<file path="src/hw/rtl/isfc_pkg.sv">
`default_nettype none
// ----------------------------------------------------------------------------
// isfc_pkg
// Shared types and constants of the input-side FIR convolver.
// ----------------------------------------------------------------------------
package isfc_pkg;

  localparam int SMP_W  = 16;   // Q1.15 sample / coefficient
  localparam int PROD_W = 32;   // Q2.30 product
  localparam int SUM_W  = 40;   // partial sum, 30 fraction bits
  localparam int IDX_W  = 6;    // tap_index field
  localparam int TAP_W  = 7;    // tap_count register
  localparam int CFG_AW = 3;    // APB byte address
  localparam int CFG_DW = 32;   // APB data

  // register word index (paddr[CFG_AW-1:2])
  localparam logic [CFG_AW-3:0] REG_TAP_COUNT = 1'b0;

  typedef enum logic {
    OP_LOAD   = 1'b0,
    OP_SAMPLE = 1'b1
  } isfc_op_t;

  typedef enum logic [2:0] {
    ST_IDLE,
    ST_MAC,
    ST_DRAIN,
    ST_EMIT,
    ST_FL_RD,
    ST_FL_EMIT
  } isfc_state_t;

  // partial-sum memory controls
  typedef struct packed {
    logic rd;
    logic pop;
    logic clr_all;
  } isfc_sum_ctrl_t;

endpackage
`default_nettype wire

</file>
<file path="src/hw/rtl/isfc_mac.sv">
`default_nettype none
// ----------------------------------------------------------------------------
// isfc_mac
// Two-stage multiply-accumulate behind the memory reads: product register,
// then 40-bit add and write back.
// ----------------------------------------------------------------------------
module isfc_mac #(
  parameter int AW = 6
) (
  input  wire logic                              clk,
  input  wire logic                              rst_n,
  input  wire logic                              issue,
  input  wire logic [AW-1:0]                     issue_addr,
  input  wire logic                              issue_first,
  input  wire logic signed [isfc_pkg::SMP_W-1:0] sample,
  input  wire logic signed [isfc_pkg::SMP_W-1:0] coef,
  input  wire logic [isfc_pkg::SUM_W-1:0]        sum_in,
  output      logic                              wr_en,
  output      logic [AW-1:0]                     wr_addr,
  output      logic [isfc_pkg::SUM_W-1:0]        wr_data,
  output      logic                              wr_first,
  output      logic                              busy
);
  import isfc_pkg::*;

  // stage 1: memory data valid
  logic          v1_r, f1_r;
  logic [AW-1:0] a1_r;
  // stage 2: product registered
  logic                     v2_r, f2_r;
  logic [AW-1:0]            a2_r;
  logic signed [PROD_W-1:0] prod_r;
  logic [SUM_W-1:0]         acc_r;

  always_ff @(posedge clk) begin
    if (!rst_n) begin
      v1_r <= 1'b0;
      v2_r <= 1'b0;
    end else begin
      v1_r <= issue;
      v2_r <= v1_r;
    end
  end

  always_ff @(posedge clk) begin
    a1_r   <= issue_addr;
    f1_r   <= issue_first;
    a2_r   <= a1_r;
    f2_r   <= f1_r;
    prod_r <= sample * coef;
    acc_r  <= sum_in;
  end

  assign wr_en    = v2_r;
  assign wr_addr  = a2_r;
  assign wr_first = f2_r;
  assign wr_data  = acc_r + {{(SUM_W-PROD_W){prod_r[PROD_W-1]}}, prod_r};
  assign busy     = v1_r | v2_r;

endmodule
`default_nettype wire

</file>
<file path="config.mk">
export PLATFORM = sky130hd
export DESIGN_NAME = isfc_mac
export DESIGN_NICKNAME = d
export VERILOG_FILES = /design/src/hw/rtl/isfc_pkg.sv /design/src/hw/rtl/isfc_mac.sv
export SDC_FILE = /design/constraint.sdc
export NUM_CORES = 1
export LEC_CHECK = 0
export ABC_AREA = 1
export BUFFER_PORTS_ARGS = -buffer_cell sky130_fd_sc_hd__buf_2
export CORE_ASPECT_RATIO = 0.6
export CORE_MARGIN = 2
export CORE_UTILIZATION = 40
export CTS_CLUSTER_SIZE = 30
export DETAILED_ROUTE_END_ITERATION = 12
export GPL_TIMING_DRIVEN = 0
export HOLD_SLACK_MARGIN = 0.08
export PLACE_DENSITY = 0.66
export SETUP_SLACK_MARGIN = 0.5
export SYNTH_ARGS = -nofsm -noshare
export SYNTH_HDL_FRONTEND = slang
export SYNTH_SLANG_ARGS = --single-unit
</file>
<file path="constraint.sdc">
create_clock -name clk -period 14.86 [get_ports clk]
set_input_delay 0.743 -clock clk [delete_from_list [all_inputs] [get_ports clk]]
set_output_delay 0.743 -clock clk [all_outputs]
set_load 0.05 [all_outputs]
</file>
==> qor.yml <==
critPathCapture: "prod_r[22]"
synthArstFlopShare: 0
r2r_slack_ns: 14.37
slowest_stage: "clkbuf_1"
critical_path_class: "input port to flop"
crit_path_end_kind: "flop"
yosys.area.top_type: "fa_1"
use_met3: 0.0712
holdWs_ns: 0.329
ys_types: 33
wirelength_um: 47400
timing.rr.start: "v1_r"
numPortBuffers: 103
synthToLayoutAreaGrowth_pct: 9.32
fin_nets: 2811
grt_pass1_vias: 13700
min_period_ns: 6.89
r2r-end: "wr_en"
cts_sinks: 88
die_area_mm2: 0.0412
cp_num_buf_inv: 8
drive_gt1_frac: 0.0783
slew_viol_final: 0
yosys-top-cells-count: "nand2_1 (704), inv_1 (615), fa_1 (263), ha_1 (121), nor2_1 (104)"
crit_start: "sample[6]"
antenna_found_initial: 1
yosys_register_bits: 88
cts_resized: 0
rsz0062_at_grt: "false"
fin_tns_setup_ns: 0
grt_pass1_wl_um: 74900
reg2regPathDepth: 2
grt-ovfl-total: 0
critPathLaunchType: "input port"
synth_area_mm2: 0.0158
track_usage: 0.243
clk_latency_ns: 0.36
min_period_over_period: 0.463
syn_inst: 2231
hpwl_um: 41400
viasPerCell: 4.78
die_y_um: 158
clock.fmax_mhz: 145
crit_path_max_fanout: 10
syn_area_per_cell_um2: 7.09
synth_edf_count: 0
yosys_warnings: 0
grt_max_degree: 17
busiest_layer: "met1"
finClkSkew_ns: 0.000446
top_level_ports: 131
synth_nets: 2697
gr-usage-met1: 0.358
slew_headroom: 0.423
ctsHoldBuffers: 0
drt_iter0_markers: 1272
rows: 56
ys.flop_type: "dfxtp_1"
route.detailed.drc: 0
setup_viol: 0
cts_tree: "yes"
cp_data_required_time_ns: 15.12
globalRouteMet2Util: 0.350
critPathTopFamily: "adder cells"
finalHoldViolCount: 0
clockBufferDepth: 2
yosysTopAreaCellShare: 0.333
initial_core_util: 0.405
status: "complete, no violations"
path_clk_slew_ns: 0.07
core_mm2: 0.0390
min_path_type: "flop to flop"
cp_num_cells: 22
wl_per_cell_um: 16.5
crit_path_max_incr_delay_ns: 0.70
drt_pass1_iterations: 6
cp.arrival_ns: 7.14
synth_seq_area_share: 0.111
vias: 13700
ant_nets: 0
yosys-top-cells-area: "fa_1 (33%), nand2_1 (17%), inv_1 (15%), dfxtp_1 (11%), ha_1 (9.6%)"
routabilityCongestion: 0.949
die_w_um: 261
cts_inserted_buffers: 9
htree_levels: 3
worst_slew_pin_slew_ns: 0.866
maxCapViolations: 0
path_cells: "clkbuf_1 -> clkbuf_1 -> nand2_1 -> fa_1 -> inv_1 -> fa_1 -> inv_1 -> fa_1 -> inv_1 -> fa_1 -> fa_1 -> inv_1 -> fa_1 -> inv_1 -> ha_1 -> nand2_1 -> nor2_1 -> inv_1 -> nor2_1 -> nand4_1 -> nand4_1 -> nand2_1"
root_buffer: "clkbuf_16"
post_cts_buffers: 0
synth.most_common_cell: "nand2_1"
## metal layers
layer,up-vias,routed length [µm],share of wire
met5,-,86,0.0018
met4,2,605,0.013
met3,46,5330,0.11
met2,544,19200,0.41
met1,6547,22100,0.47
li1,6596,-,-
## metrics by stage
stage	cell area [µm²]	setup slack, ns	util	instances
2_1_floorplan	15800	9.02	-	2231
3_3_place_gp	17000	7.89	0.435	2856
3_5_place_dp	17000	7.83	0.435	2856
4_1_cts	17300	8.20	0.443	2872
5_1_grt	17300	7.79	0.443	2872
6_report	17300	7.97	0.443	2873
## state kept, by name (all words and copies together) (netlist names)
name      cells
acc_r        40
prod_r       32
a1_r          6
wr_addr       6
f1_r          1
v1_r          1
wr_en         1
wr_first      1
## cell families after synthesis
kind of cell	after synthesis	share of synthesized area
AOI/OAI and AO/OA	83	0.0290
adders and majority gates	384	0.429
xor gates and xnor gates	36	0.0199
DFF	88	0.111
and+or+nand+nor	954	0.248
buffers and inverters	686	0.163
## cell usage in the layout, fill, tap and decap left out, types with 3 or more instances in the layout
master,netlist,routed
clkbuf_16,0,9
nor2_2,20,20
xnor2_1,7,7
o21ai_1,6,6
nand3_1,62,62
nor3_1,5,5
clkinv_1,5,5
dfxtp_1,88,88
o21ai_0,14,14
nor2_4,4,4
a21o_1,3,3
nand2_1,704,704
nand3b_1,3,3
fa_1,263,263
inv_1,615,615
o21bai_1,5,5
nand2_2,14,14
nand3_2,8,8
inv_2,6,6
clkbuf_1,59,59
a21oi_2,5,5
or2_2,4,4
a21oi_1,48,48
buf_2,0,103
nor2_1,104,104
ha_1,121,121
nand4_1,21,21
xor2_1,29,29
## final cells by class
cell class                 instances  area [µm²]
fill                            4015       21700
multi-input combinational       1457       11500
inverter                         627        2350
sequential                        88        1760
tap                              522         653
timing repair buffer             103         515
clock buffer                       9         225
buffer                            59         221
clock inverter                     7        78.8
antenna                            1        2.50
## worst reg2reg max path, cell delays in order (launching register included)
cell     delay [ns]
dfxtp_1        0.31
nand2_1        0.05
inv_1          0.04
## worst min path at each step
stage	endpoint	start	depth (start not counted)
floorplan	wr_addr[0]	a1_r[0]	0
global placement	wr_addr[5]	a1_r[5]	0
detailed placement	wr_first	f1_r	0
CTS	wr_addr[2]	a1_r[2]	0
global route	wr_addr[5]	a1_r[5]	0
finish	wr_addr[2]	a1_r[2]	0
Power is left out: the tool's default activity adds up to more than one toggle a clock period on the data nets, which glitch-free logic cannot reach.
