==> config.mk <==
export PLATFORM = sky130hd
export DESIGN_NAME = isfc_coef_ram
export DESIGN_NICKNAME = d
export VERILOG_FILES = /design/src/hw/rtl/isfc_pkg.sv /design/src/hw/rtl/isfc_coef_ram.sv
export SDC_FILE = /design/constraint.sdc
export NUM_CORES = 1
export LEC_CHECK = 0
export BUFFER_PORTS_ARGS = -buffer_cell sky130_fd_sc_hd__buf_2
export CORE_MARGIN = 2
export CORE_UTILIZATION = 30
export CTS_BUF_LIST = sky130_fd_sc_hd__clkbuf_8
export CTS_CLUSTER_SIZE = 30
export DETAILED_ROUTE_END_ITERATION = 10
export PLACE_DENSITY = 0.54
export SLEW_MARGIN = 20
export SYNTH_ARGS = -nofsm -noshare
export SYNTH_HDL_FRONTEND = slang
export SYNTH_SLANG_ARGS = --single-unit
==> constraint.sdc <==
create_clock -name clk -period 2.9 [get_ports clk]
set_input_delay 0.87 -clock clk [delete_from_list [all_inputs] [get_ports clk]]
set_output_delay 0.87 -clock clk [all_outputs]
set_load 0.05 [all_outputs]
==> src/hw/rtl/isfc_pkg.sv <==
`default_nettype none
// ----------------------------------------------------------------------------
// isfc_pkg
// Shared types and constants of the input-side FIR convolver.
// ----------------------------------------------------------------------------
package isfc_pkg;

  localparam int SMP_W  = 16;   // Q1.15 sample / coefficient
  localparam int PROD_W = 32;   // Q2.30 product
  localparam int SUM_W  = 40;   // partial sum, 30 fraction bits
  localparam int IDX_W  = 6;    // tap_index field
  localparam int TAP_W  = 7;    // tap_count register
  localparam int CFG_AW = 3;    // APB byte address
  localparam int CFG_DW = 32;   // APB data

  // register word index (paddr[CFG_AW-1:2])
  localparam logic [CFG_AW-3:0] REG_TAP_COUNT = 1'b0;

  typedef enum logic {
    OP_LOAD   = 1'b0,
    OP_SAMPLE = 1'b1
  } isfc_op_t;

  typedef enum logic [2:0] {
    ST_IDLE,
    ST_MAC,
    ST_DRAIN,
    ST_EMIT,
    ST_FL_RD,
    ST_FL_EMIT
  } isfc_state_t;

  // partial-sum memory controls
  typedef struct packed {
    logic rd;
    logic pop;
    logic clr_all;
  } isfc_sum_ctrl_t;

endpackage
`default_nettype wire

==> src/hw/rtl/isfc_coef_ram.sv <==
`default_nettype none
// ----------------------------------------------------------------------------
// isfc_coef_ram
// Coefficient store: one write port, one registered read port.
// ----------------------------------------------------------------------------
module isfc_coef_ram #(
  parameter int DEPTH = 64,
  parameter int AW    = 6
) (
  input  wire logic                             clk,
  input  wire logic                             wr_en,
  input  wire logic [AW-1:0]                    wr_addr,
  input  wire logic signed [isfc_pkg::SMP_W-1:0] wr_data,
  input  wire logic                             rd_en,
  input  wire logic [AW-1:0]                    rd_addr,
  output      logic signed [isfc_pkg::SMP_W-1:0] rd_data
);
  import isfc_pkg::*;

  logic signed [SMP_W-1:0] mem [DEPTH];
  logic signed [SMP_W-1:0] rd_data_r;

  always_ff @(posedge clk) begin
    if (wr_en) begin
      mem[wr_addr] <= wr_data;
    end
    if (rd_en) begin
      rd_data_r <= mem[rd_addr];
    end
  end

  assign rd_data = rd_data_r;

endmodule
`default_nettype wire

==> flow_summary.yaml <==
setup_path:
  crit_fanout: 23
  crit_type: "primary input to flop"
  arrival_ns: 3.20
  crit_required_ns: 3.42
  crit_path_end_kind: "flop"
  critPathLaunchType: "primary input"
logic_synthesis:
  synth_warnings: 0
  synth_ff_type: "edfxtp_1"
  syn_area_sq_um: 40200
  synth_nets: 1860
  syn_inst: 1829
  synth_edf_count: 1040
  yosysUniqueCellTypes: 42
  ys_seq_area_share_pct: 77.7
  avgSynthCellArea_sq_um: 22.0
  ys_ff_latch: 1040
  ys_async_sr_fraction_pct: 0
floorplanning:
  core_region_area_sq_um: 133000
  die_w_um: 370
  die_h_um: 370
  fp.dieArea_sq_um: 137000
  io_pins: 47
  start_util_pct: 30.2
  num_rows: 134
clock_tree:
  clockBufferDepth: 3
  postCtsHoldBufs: 0
  cts_resized: 0
  cts-root-buf: "clkbuf_8"
  h-tree-depth: 4
  clk_pin_slew_ns: 0.06
  clock_latency_ns: 0.85
  postCtsSetupBuffers: 0
  clock_sinks: 1040
  cts_tree: "yes"
  cts_buffers: 168
grt:
  grtUsageMet1_pct: 20.8
  use_met3_pct: 3.71
  track_usage_pct: 15.2
  gr-max-usage-layer: "met2"
  grt_first_pass_wirelength_um: 149000
  antenna_found_initial: 10
  grt_remaining_overflow: 0
  grt_pass1_vias: 20988
  met2_usage_pct: 23.8
  grt_max_degree: 65
detailed_routing:
  wire_per_inst_um: 25.4
  dr.first_iter.drc_count: 2126
  via_per_inst: 4.91
  drt_pass1_iterations: 6
  drt-total-wl_um: 104000
  ant_nets: 0
  vias: 20100
  drc: 0
sta:
  rsz0062_at_grt: "false"
  fmax_mhz: 373
  tightestPinTransition_ns: 1.14
  fin_crit_ns: 2.68
  timing.final.crit_share_pct: 92.4
  hold_violations: 0
  slew_headroom_pct: 23.9
  slew_violations: 0
  finClkSkew_ns: 0.0607
  setup_violations: 0
layout:
  area_growth_pct: 18.3
  stdcell_area_sq_um: 47600
  final_util_pct: 35.7
  layout.nets: 2218
  drive_gt1_share_pct: 32.1
  fin_cells: 4091
  fillers: 12316
place:
  dp_hpwl_um: 65700
  port_buffers: 46
  gp_congestion: 0.842
  dp_cells: 3785
  placed_area_sq_um: 44500
pwr:
  p_leak_nw: 15.4
  intPower_mw: 23.2
  ir_drop_uv: 325
  p_switching_mw: 6.96
  p_seq_share_pct: 55.5
  pwr-share-clk_pct: 38.3
  power_frac_comb_pct: 6.2
  p_per_area_nw_per_um2: 634
  swShare_pct: 23.1
worst_hold_path:
  min_path_type: "primary input to flop"
run_status:
  outcome: "complete, no violations"
run:
  drv_cap: 0
==> cell type report <==
| cell class | instances | area (sq um) | share of cell area (%) |
|---|---|---|---|
| multi-input cells | 685 | 8250 | 17.3 |
| clock buffers | 172 | 2370 | 4.98 |
| flip-flops and latches | 1040 | 31200 | 65.6 |
| clock inverters | 130 | 661 | 1.39 |
| repair buffers | 292 | 2840 | 5.97 |
| well taps | 1768 | 2210 | 4.65 |
| diodes | 4 | 10.0 | 0.0210 |
==> per-layer routing <==
layer	up-vias	part of all wire, %
met5	-	0.0087
met4	2	2.5
met3	152	7.2
met2	727	47
met1	10768	43
li1	8451	-
==> power by group through the flow <==
stage | sequential (mW) | combinational (mW) | clock, mW
after detailed placement | 17.0 | 1.90 | 0
after global placement | 17.0 | 1.87 | 0
final | 16.7 | 1.88 | 11.6
after global routing | 16.7 | 1.99 | 12.5
after floorplan | 17.1 | 0.862 | 0
after CTS | 16.7 | 1.90 | 11.8
==> state kept, by name, summed over array words and instances (netlist names) <==
register,count
rd_data,16
mem,1024
==> metrics by stage <==
step / setup TNS (ns) / setup slack [ns] / hold WS, ns / power [mW]
finish: 0 / 0.222 / 0.354 / 30.2
global route: 0 / 0.208 / 0.330 / 31.2
CTS: 0 / 0.240 / 0.297 / 30.5
detailed placement: -4.48 / -0.586 / 0.930 / 18.9
global placement: -4.28 / -0.591 / 0.926 / 18.9
floorplan: 0 / 0.00191 / 0.828 / 18.0
==> critical path, cell delays in order <==
cell and delay [ns]:
buf_8 0.22, buf_12 0.19, buf_12 0.21, buf_4 0.26, mux4_2 0.55, a22oi_1 0.65
a311oi_1 0.20
==> cell usage after synthesis, types with 3 or more instances <==
| library cell | count | area, sq um |
|---|---|---|
| edfxtp_1 | 1040 | 31200 |
| mux4_2 | 220 | 4950 |
| mux2i_1 | 85 | 851 |
| nor2_1 | 72 | 270 |
| nand2_1 | 59 | 221 |
| a22oi_1 | 39 | 293 |
| buf_2 | 36 | 180 |
| nor2b_1 | 30 | 188 |
| mux2_2 | 27 | 304 |
| clkbuf_1 | 24 | 90.1 |
| nand3_1 | 24 | 120 |
| a21oi_1 | 17 | 85.1 |
| buf_6 | 17 | 191 |
| a221oi_1 | 16 | 140 |
| buf_4 | 13 | 97.6 |
| nand4_1 | 12 | 75.1 |
| a211o_1 | 8 | 70.1 |
| a211oi_1 | 8 | 60.1 |
| a311oi_1 | 8 | 70.1 |
| a31oi_1 | 8 | 50.1 |
| a221o_1 | 6 | 60.1 |
| a22o_1 | 6 | 52.6 |
| a41oi_1 | 5 | 43.8 |
| and4_1 | 5 | 43.8 |
| buf_12 | 5 | 100 |
| o21ai_0 | 5 | 25.0 |
| mux4_1 | 4 | 105 |
| buf_1 | 3 | 11.3 |
| buf_8 | 3 | 45.0 |
| nand2b_1 | 3 | 18.8 |
| nor4_2 | 3 | 37.5 |
| o21ai_1 | 3 | 15.0 |
==> worst paths after layout <==
kind | start | to | slack (ns) | cells after the start
worst min register to register | mem[56][10]$_DFFE_PP_ | rd_data[10]$_DFFE_PP_ | 0.92 | 5
worst min-delay path | wr_data[8] | mem[48][8]$_DFFE_PP_ | 0.35 | 1
worst max register to register | mem[58][0]$_DFFE_PP_ | rd_data[0]$_DFFE_PP_ | 0.73 | 5
worst max-delay path | rd_addr[0] | rd_data[0]$_DFFE_PP_ | 0.22 | 7
==> cell usage in the layout (no fill, tap or decap), types with 3 or more instances in the layout <==
master,n
edfxtp_1,1040
mux4_2,220
buf_4,187
clkbuf_8,172
mux2i_1,85
nor2_1,72
inv_1,64
nand2_1,59
buf_12,59
buf_2,43
clkinv_1,42
a22oi_1,39
nor2b_1,30
mux2_2,27
nand3_1,24
a21oi_1,17
a221oi_1,16
nand4_1,12
clkinv_2,9
a211o_1,8
a31oi_1,8
a211oi_1,8
a311oi_1,8
a22o_1,6
a221o_1,6
a41oi_1,5
o21ai_0,5
and4_1,5
diode_2,4
mux4_1,4
clkinvlp_4,4
nand2b_1,3
o21ai_1,3
nor4_2,3
inv_6,3
bufinv_16,3
==> cells by family after synthesis <==
logic type	Yosys count	synth area share [%]
flops	1040	77.7
mux	336	15.5
simple gates	220	2.64
compound gates	129	2.40
buf+inv	104	1.82
Note: power is estimated with default switching activity, not from simulation.
