===== src/hw/rtl/isfc_pkg.sv =====
`default_nettype none
// ----------------------------------------------------------------------------
// isfc_pkg
// Shared types and constants of the input-side FIR convolver.
// ----------------------------------------------------------------------------
package isfc_pkg;

  localparam int SMP_W  = 16;   // Q1.15 sample / coefficient
  localparam int PROD_W = 32;   // Q2.30 product
  localparam int SUM_W  = 40;   // partial sum, 30 fraction bits
  localparam int IDX_W  = 6;    // tap_index field
  localparam int TAP_W  = 7;    // tap_count register
  localparam int CFG_AW = 3;    // APB byte address
  localparam int CFG_DW = 32;   // APB data

  // register word index (paddr[CFG_AW-1:2])
  localparam logic [CFG_AW-3:0] REG_TAP_COUNT = 1'b0;

  typedef enum logic {
    OP_LOAD   = 1'b0,
    OP_SAMPLE = 1'b1
  } isfc_op_t;

  typedef enum logic [2:0] {
    ST_IDLE,
    ST_MAC,
    ST_DRAIN,
    ST_EMIT,
    ST_FL_RD,
    ST_FL_EMIT
  } isfc_state_t;

  // partial-sum memory controls
  typedef struct packed {
    logic rd;
    logic pop;
    logic clr_all;
  } isfc_sum_ctrl_t;

endpackage
`default_nettype wire


===== src/hw/rtl/isfc_sum_ram.sv =====
`default_nettype none
// ----------------------------------------------------------------------------
// isfc_sum_ram
// Partial-sum row in a circular memory. Per-entry valid bits make a cleared
// entry read as zero; pop clears one entry, clr_all clears the row.
// ----------------------------------------------------------------------------
module isfc_sum_ram #(
  parameter int DEPTH = 64,
  parameter int AW    = 6
) (
  input  wire logic                              clk,
  input  wire logic                              rst_n,
  input  wire isfc_pkg::isfc_sum_ctrl_t          ctrl,
  input  wire logic [AW-1:0]                     rd_addr,
  input  wire logic [AW-1:0]                     pop_addr,
  input  wire logic                              wr_en,
  input  wire logic [AW-1:0]                     wr_addr,
  input  wire logic [isfc_pkg::SUM_W-1:0]        wr_data,
  output      logic [isfc_pkg::SUM_W-1:0]        rd_data
);
  import isfc_pkg::*;

  logic [SUM_W-1:0] mem [DEPTH];
  logic [SUM_W-1:0] rd_data_r;
  logic             rd_vld_r;
  logic [DEPTH-1:0] valid_r;

  always_ff @(posedge clk) begin
    if (wr_en) begin
      mem[wr_addr] <= wr_data;
    end
    if (ctrl.rd) begin
      rd_data_r <= mem[rd_addr];
    end
  end

  always_ff @(posedge clk) begin
    if (!rst_n) begin
      valid_r  <= '0;
      rd_vld_r <= 1'b0;
    end else begin
      if (ctrl.rd) begin
        rd_vld_r <= valid_r[rd_addr];
      end
      if (ctrl.clr_all) begin
        valid_r <= '0;
      end else begin
        if (wr_en) begin
          valid_r[wr_addr] <= 1'b1;
        end
        if (ctrl.pop) begin
          valid_r[pop_addr] <= 1'b0;
        end
      end
    end
  end

  assign rd_data = rd_vld_r ? rd_data_r : '0;

endmodule
`default_nettype wire


===== config.mk =====
export PLATFORM = sky130hd
export DESIGN_NAME = isfc_sum_ram
export DESIGN_NICKNAME = d
export VERILOG_FILES = /design/src/hw/rtl/isfc_pkg.sv /design/src/hw/rtl/isfc_sum_ram.sv
export SDC_FILE = /design/constraint.sdc
export NUM_CORES = 2
export LEC_CHECK = 0
export ABC_CLOCK_PERIOD_IN_PS = 7000
export BUFFER_PORTS_ARGS = -buffer_cell sky130_fd_sc_hd__buf_4
export CORE_UTILIZATION = 60
export DETAILED_ROUTE_END_ITERATION = 10
export HOLD_SLACK_MARGIN = 0.05
export PLACE_DENSITY_LB_ADDON = 0.08
export SETUP_SLACK_MARGIN = 0.15
export SLEW_MARGIN = 20
export SYNTH_ARGS = -nofsm -noshare
export SYNTH_HDL_FRONTEND = slang
export SYNTH_SLANG_ARGS = --single-unit

===== constraint.sdc =====
create_clock -name clk -period 7 [get_ports clk]
set_clock_uncertainty 0.2 [all_clocks]
set_input_delay 1.05 -clock clk [delete_from_list [all_inputs] [get_ports clk]]
set_output_delay 1.05 -clock clk [all_outputs]
set_load 0.05 [all_outputs]

==> impl_metrics.toml <==
[status]
status = "complete, no violations"

[worst_setup_path]
critical-path-max-stage-delay_ps = 470
rrSetupSlack_ps = 4440
crit_end = "rd_data[25]"
r2r-end = "rd_data_r[21]"
path_buf_inv = 2
cp-startpoint = "rd_vld_r"
cp-end-kind = "output pin"
crit_top_cell = "buf_4"
critPathLaunchType = "flip-flop"
crit-reg2reg-launch = "mem[19][21]"
r2r_cells = 5
arrival_ps = 2510
crit_fanout = 41
crit_cells = 3
cp.required_ps = 5750
critPathTopFamily = "buffers and inverters"
cpMaxStageDelayCell = "buf_4"
path_cells = "buf_4 > and2_1 > buf_4"
crit_type = "flip-flop to output pin"

[sta]
finalHoldViolCount = 0
finalCritPeriodShare_pct = 53.7
period_needed_ps = 3760
worstMarginPinSlew_ps = 1130
finalSetupViolCount = 0
final_max_slew_viol_count = 0
fin_setup_tns_ps = 0
slew_headroom_pct = 24.5
rsz0062_at_grt = "no"
setup_ws_ps = 3240
whs_ps = 282
max_freq_ghz = 0.266

[synth]
netlist.area_leader.share_pct = 76.8
synth_compound_area_share_pct = 0.945
synthSimpleGateAreaFrac_pct = 0.998
yosys.area.top_type = "edfxtp_1"
synthMuxAreaShare_pct = 19.0
yosysWarnings = 0
synth_xor_area_share_pct = 0
syn_area_per_cell_um2 = 24.8
synth_adder_area_share_pct = 0
ys_types = 39
synth_top_family_by_area = "multiplexers"
yosysSeqAreaShare_pct = 78.1
synth_cells = 4093
postSynthNetCount = 4157
synth_area_mm2 = 0.102
synth.area.top_cells = "edfxtp_1 (77%), mux4_2 (18%), dfxtp_1 (1.3%), mux2i_1 (0.82%), o221a_2 (0.69%)"
ys_seq_elements = 2665

[layout]
final_area_mm2 = 0.115
regArea_mm2 = 0.0794
nFillCells = 10200
finalCoreUtilization_pct = 68.4
multi_input_area_mm2 = 0.0217
drive_gt1_share_pct = 34.2
stdcell_count = 6796
fin_nets = 4464
areaGrowthSynthToFinish_pct = 12.8

[route]
wl_mm = 265
drt_pass1_iterations = 5
drtIter0Drc = 6633
vias = 48000
via_per_inst = 7.06
ant_nets = 0
post_drt_wl_per_cell_um = 39.1
remaining_drc_errors = 0

[grt]
antenna_found_initial = 9
grt_max_degree = 98
track_usage_pct = 31.8
first_global_vias = 47600
grt_first_pass_wirelength_mm = 368
grt_overflow = 0

[pwr]
p_int_mw = 26.2
power_frac_clock_pct = 41.8
powerDensity_mw_per_mm2 = 288
combPwrFrac_pct = 4.6
power.leakage_nw = 35.9
irDropWorstVdd_v = 0.000295
power_mw = 33.0
swShare_pct = 20.5
power_switching_mw = 6.78
power_frac_seq_pct = 53.6

[clocking]
htreeDepth = 5
cts_setup_buffers = 0
cts_root_buffer = "clkbuf_16"
clk_latency_ps = 920
cts_tree = "done"
numCtsBuffers = 283
holdBufCountCts = 0
clk_path_buf_depth = 4
clock_sinks = 2665
cts_resized = 0
cts.clk_slew.worst_paths_ps = 60

[die]
fp.dieW_um = 414
die_area_mm2 = 0.171
die-height_um = 414
core_mm2 = 0.168
rows = 150
ios = 104
initial_core_util_pct = 60.6

[placement]
place_inst = 6319
placed_area_mm2 = 0.106
io_buffers = 103
dp_slack_ps = 2280
hpwlAfterDp_mm = 140
gp_congestion = 0.772

[hold_path]
hold_start = "pop_addr[1]"
hold_class = "primary input to flip-flop"

[job]
maxCapViolCount = 0
==> layout by cell type (no fill, tap or decap), types with 3 or more instances in the layout <==
cell type   instances
a211oi_1           10
nand3_1            11
nor2b_1            15
clkbuf_16         290
a31oi_1             6
or2_2               7
clkinv_1           59
nand2_1            12
dfxtp_1            64
o221a_2            62
clkinv_4            3
diode_2             5
edfxtp_1         2600
buf_4             213
or3b_2              6
buf_16              7
nand3b_1            9
and2_1             40
mux2i_1            83
buf_8               4
clkbuf_1           62
clkinvlp_4          5
nor2_1              7
nand2b_1            5
clkinv_2           39
and3_1              3
bufinv_16          11
mux4_2            818
buf_12             32
a21oi_1             4
nor2_4             62
and3b_1             3
a211o_1             5
==> tightest hold or removal path: cells and delay by family <==
family / cells / cell delay [ps]
simple gates: 2 / 150
buf+inv: 1 / 140
==> cells in the mapped netlist <==
master,number
nand4b_1,2
edfxtp_1,2600
o311ai_0,2
and3b_1,3
nor4_1,2
o221a_2,62
or3_1,2
nand2b_1,5
o31ai_1,2
clkbuf_1,118
buf_4,10
nand2_1,12
nand4_1,2
buf_6,4
nor2b_1,16
nor2_1,69
dfxtp_1,65
a211o_1,5
mux2_2,2
mux4_2,818
buf_1,21
a31oi_1,6
buf_2,82
a21oi_1,4
o2111ai_1,1
or3b_2,6
and3_1,3
nand3_1,11
a22o_1,2
o21ai_0,2
inv_1,1
or2_2,7
a211oi_1,10
mux2i_1,83
nand3b_1,9
and2_1,40
o211ai_1,1
nor3_1,2
a41o_1,1
==> cell families after synthesis <==
logic type / count (synthesis)
DFF: 2665
muxes: 903
buffers and inverters: 236
and+or+nand+nor: 191
AOI/OAI and AO/OA: 98
==> power by group through the flow <==
| stage | Sequential (mW) | Combinational (mW) | Clock [mW] |
|---|---|---|---|
| 2_1_floorplan | 18.0 | 0.922 | 0 |
| 3_3_place_gp | 18.0 | 1.49 | 0 |
| 4_1_cts | 17.7 | 1.52 | 13.9 |
| 3_5_place_dp | 18.0 | 1.52 | 0 |
| 5_1_grt | 17.7 | 1.59 | 14.5 |
| 6_report | 17.7 | 1.51 | 13.8 |
==> state kept, by name (all words and copies together), names as in the netlist <==
| name | cells |
|---|---|
| rd_vld_r | 1 |
| valid_r | 64 |
| rd_data_r | 40 |
| mem | 2560 |
==> layout make-up <==
class / instances / share of cell area [%]
well taps: 2204 / 2.40
diodes: 5 / 0.0109
clock inverters: 119 / 0.722
multi-input cells: 1192 / 18.9
repair buffers: 257 / 2.18
clock buffers: 353 / 6.54
inverters: 1 / 0.00327
flip-flops and latches: 2665 / 69.2
==> metal layers <==
metal / vias to the layer above / routed length (um) / GRT usage [%]
met4: 12 / 7460 / 9.14
li1: 18500 / - / -
met2: 2765 / 129000 / 49.8
met3: 428 / 27500 / 6.54
met1: 26300 / 101000 / 46.2
met5: - / 108 / 0
==> how the worst min path moves through the flow <==
stage / depth (start not counted) / to / slack, ps
final: 3 / valid_r[60] / 280
after CTS: 3 / valid_r[60] / 230
after detailed placement: 2 / valid_r[60] / 310
after global placement: 2 / valid_r[56] / 300
after floorplan: 2 / valid_r[56] / 280
after global routing: 3 / valid_r[60] / 280
Power figures use the tool's default switching activity.
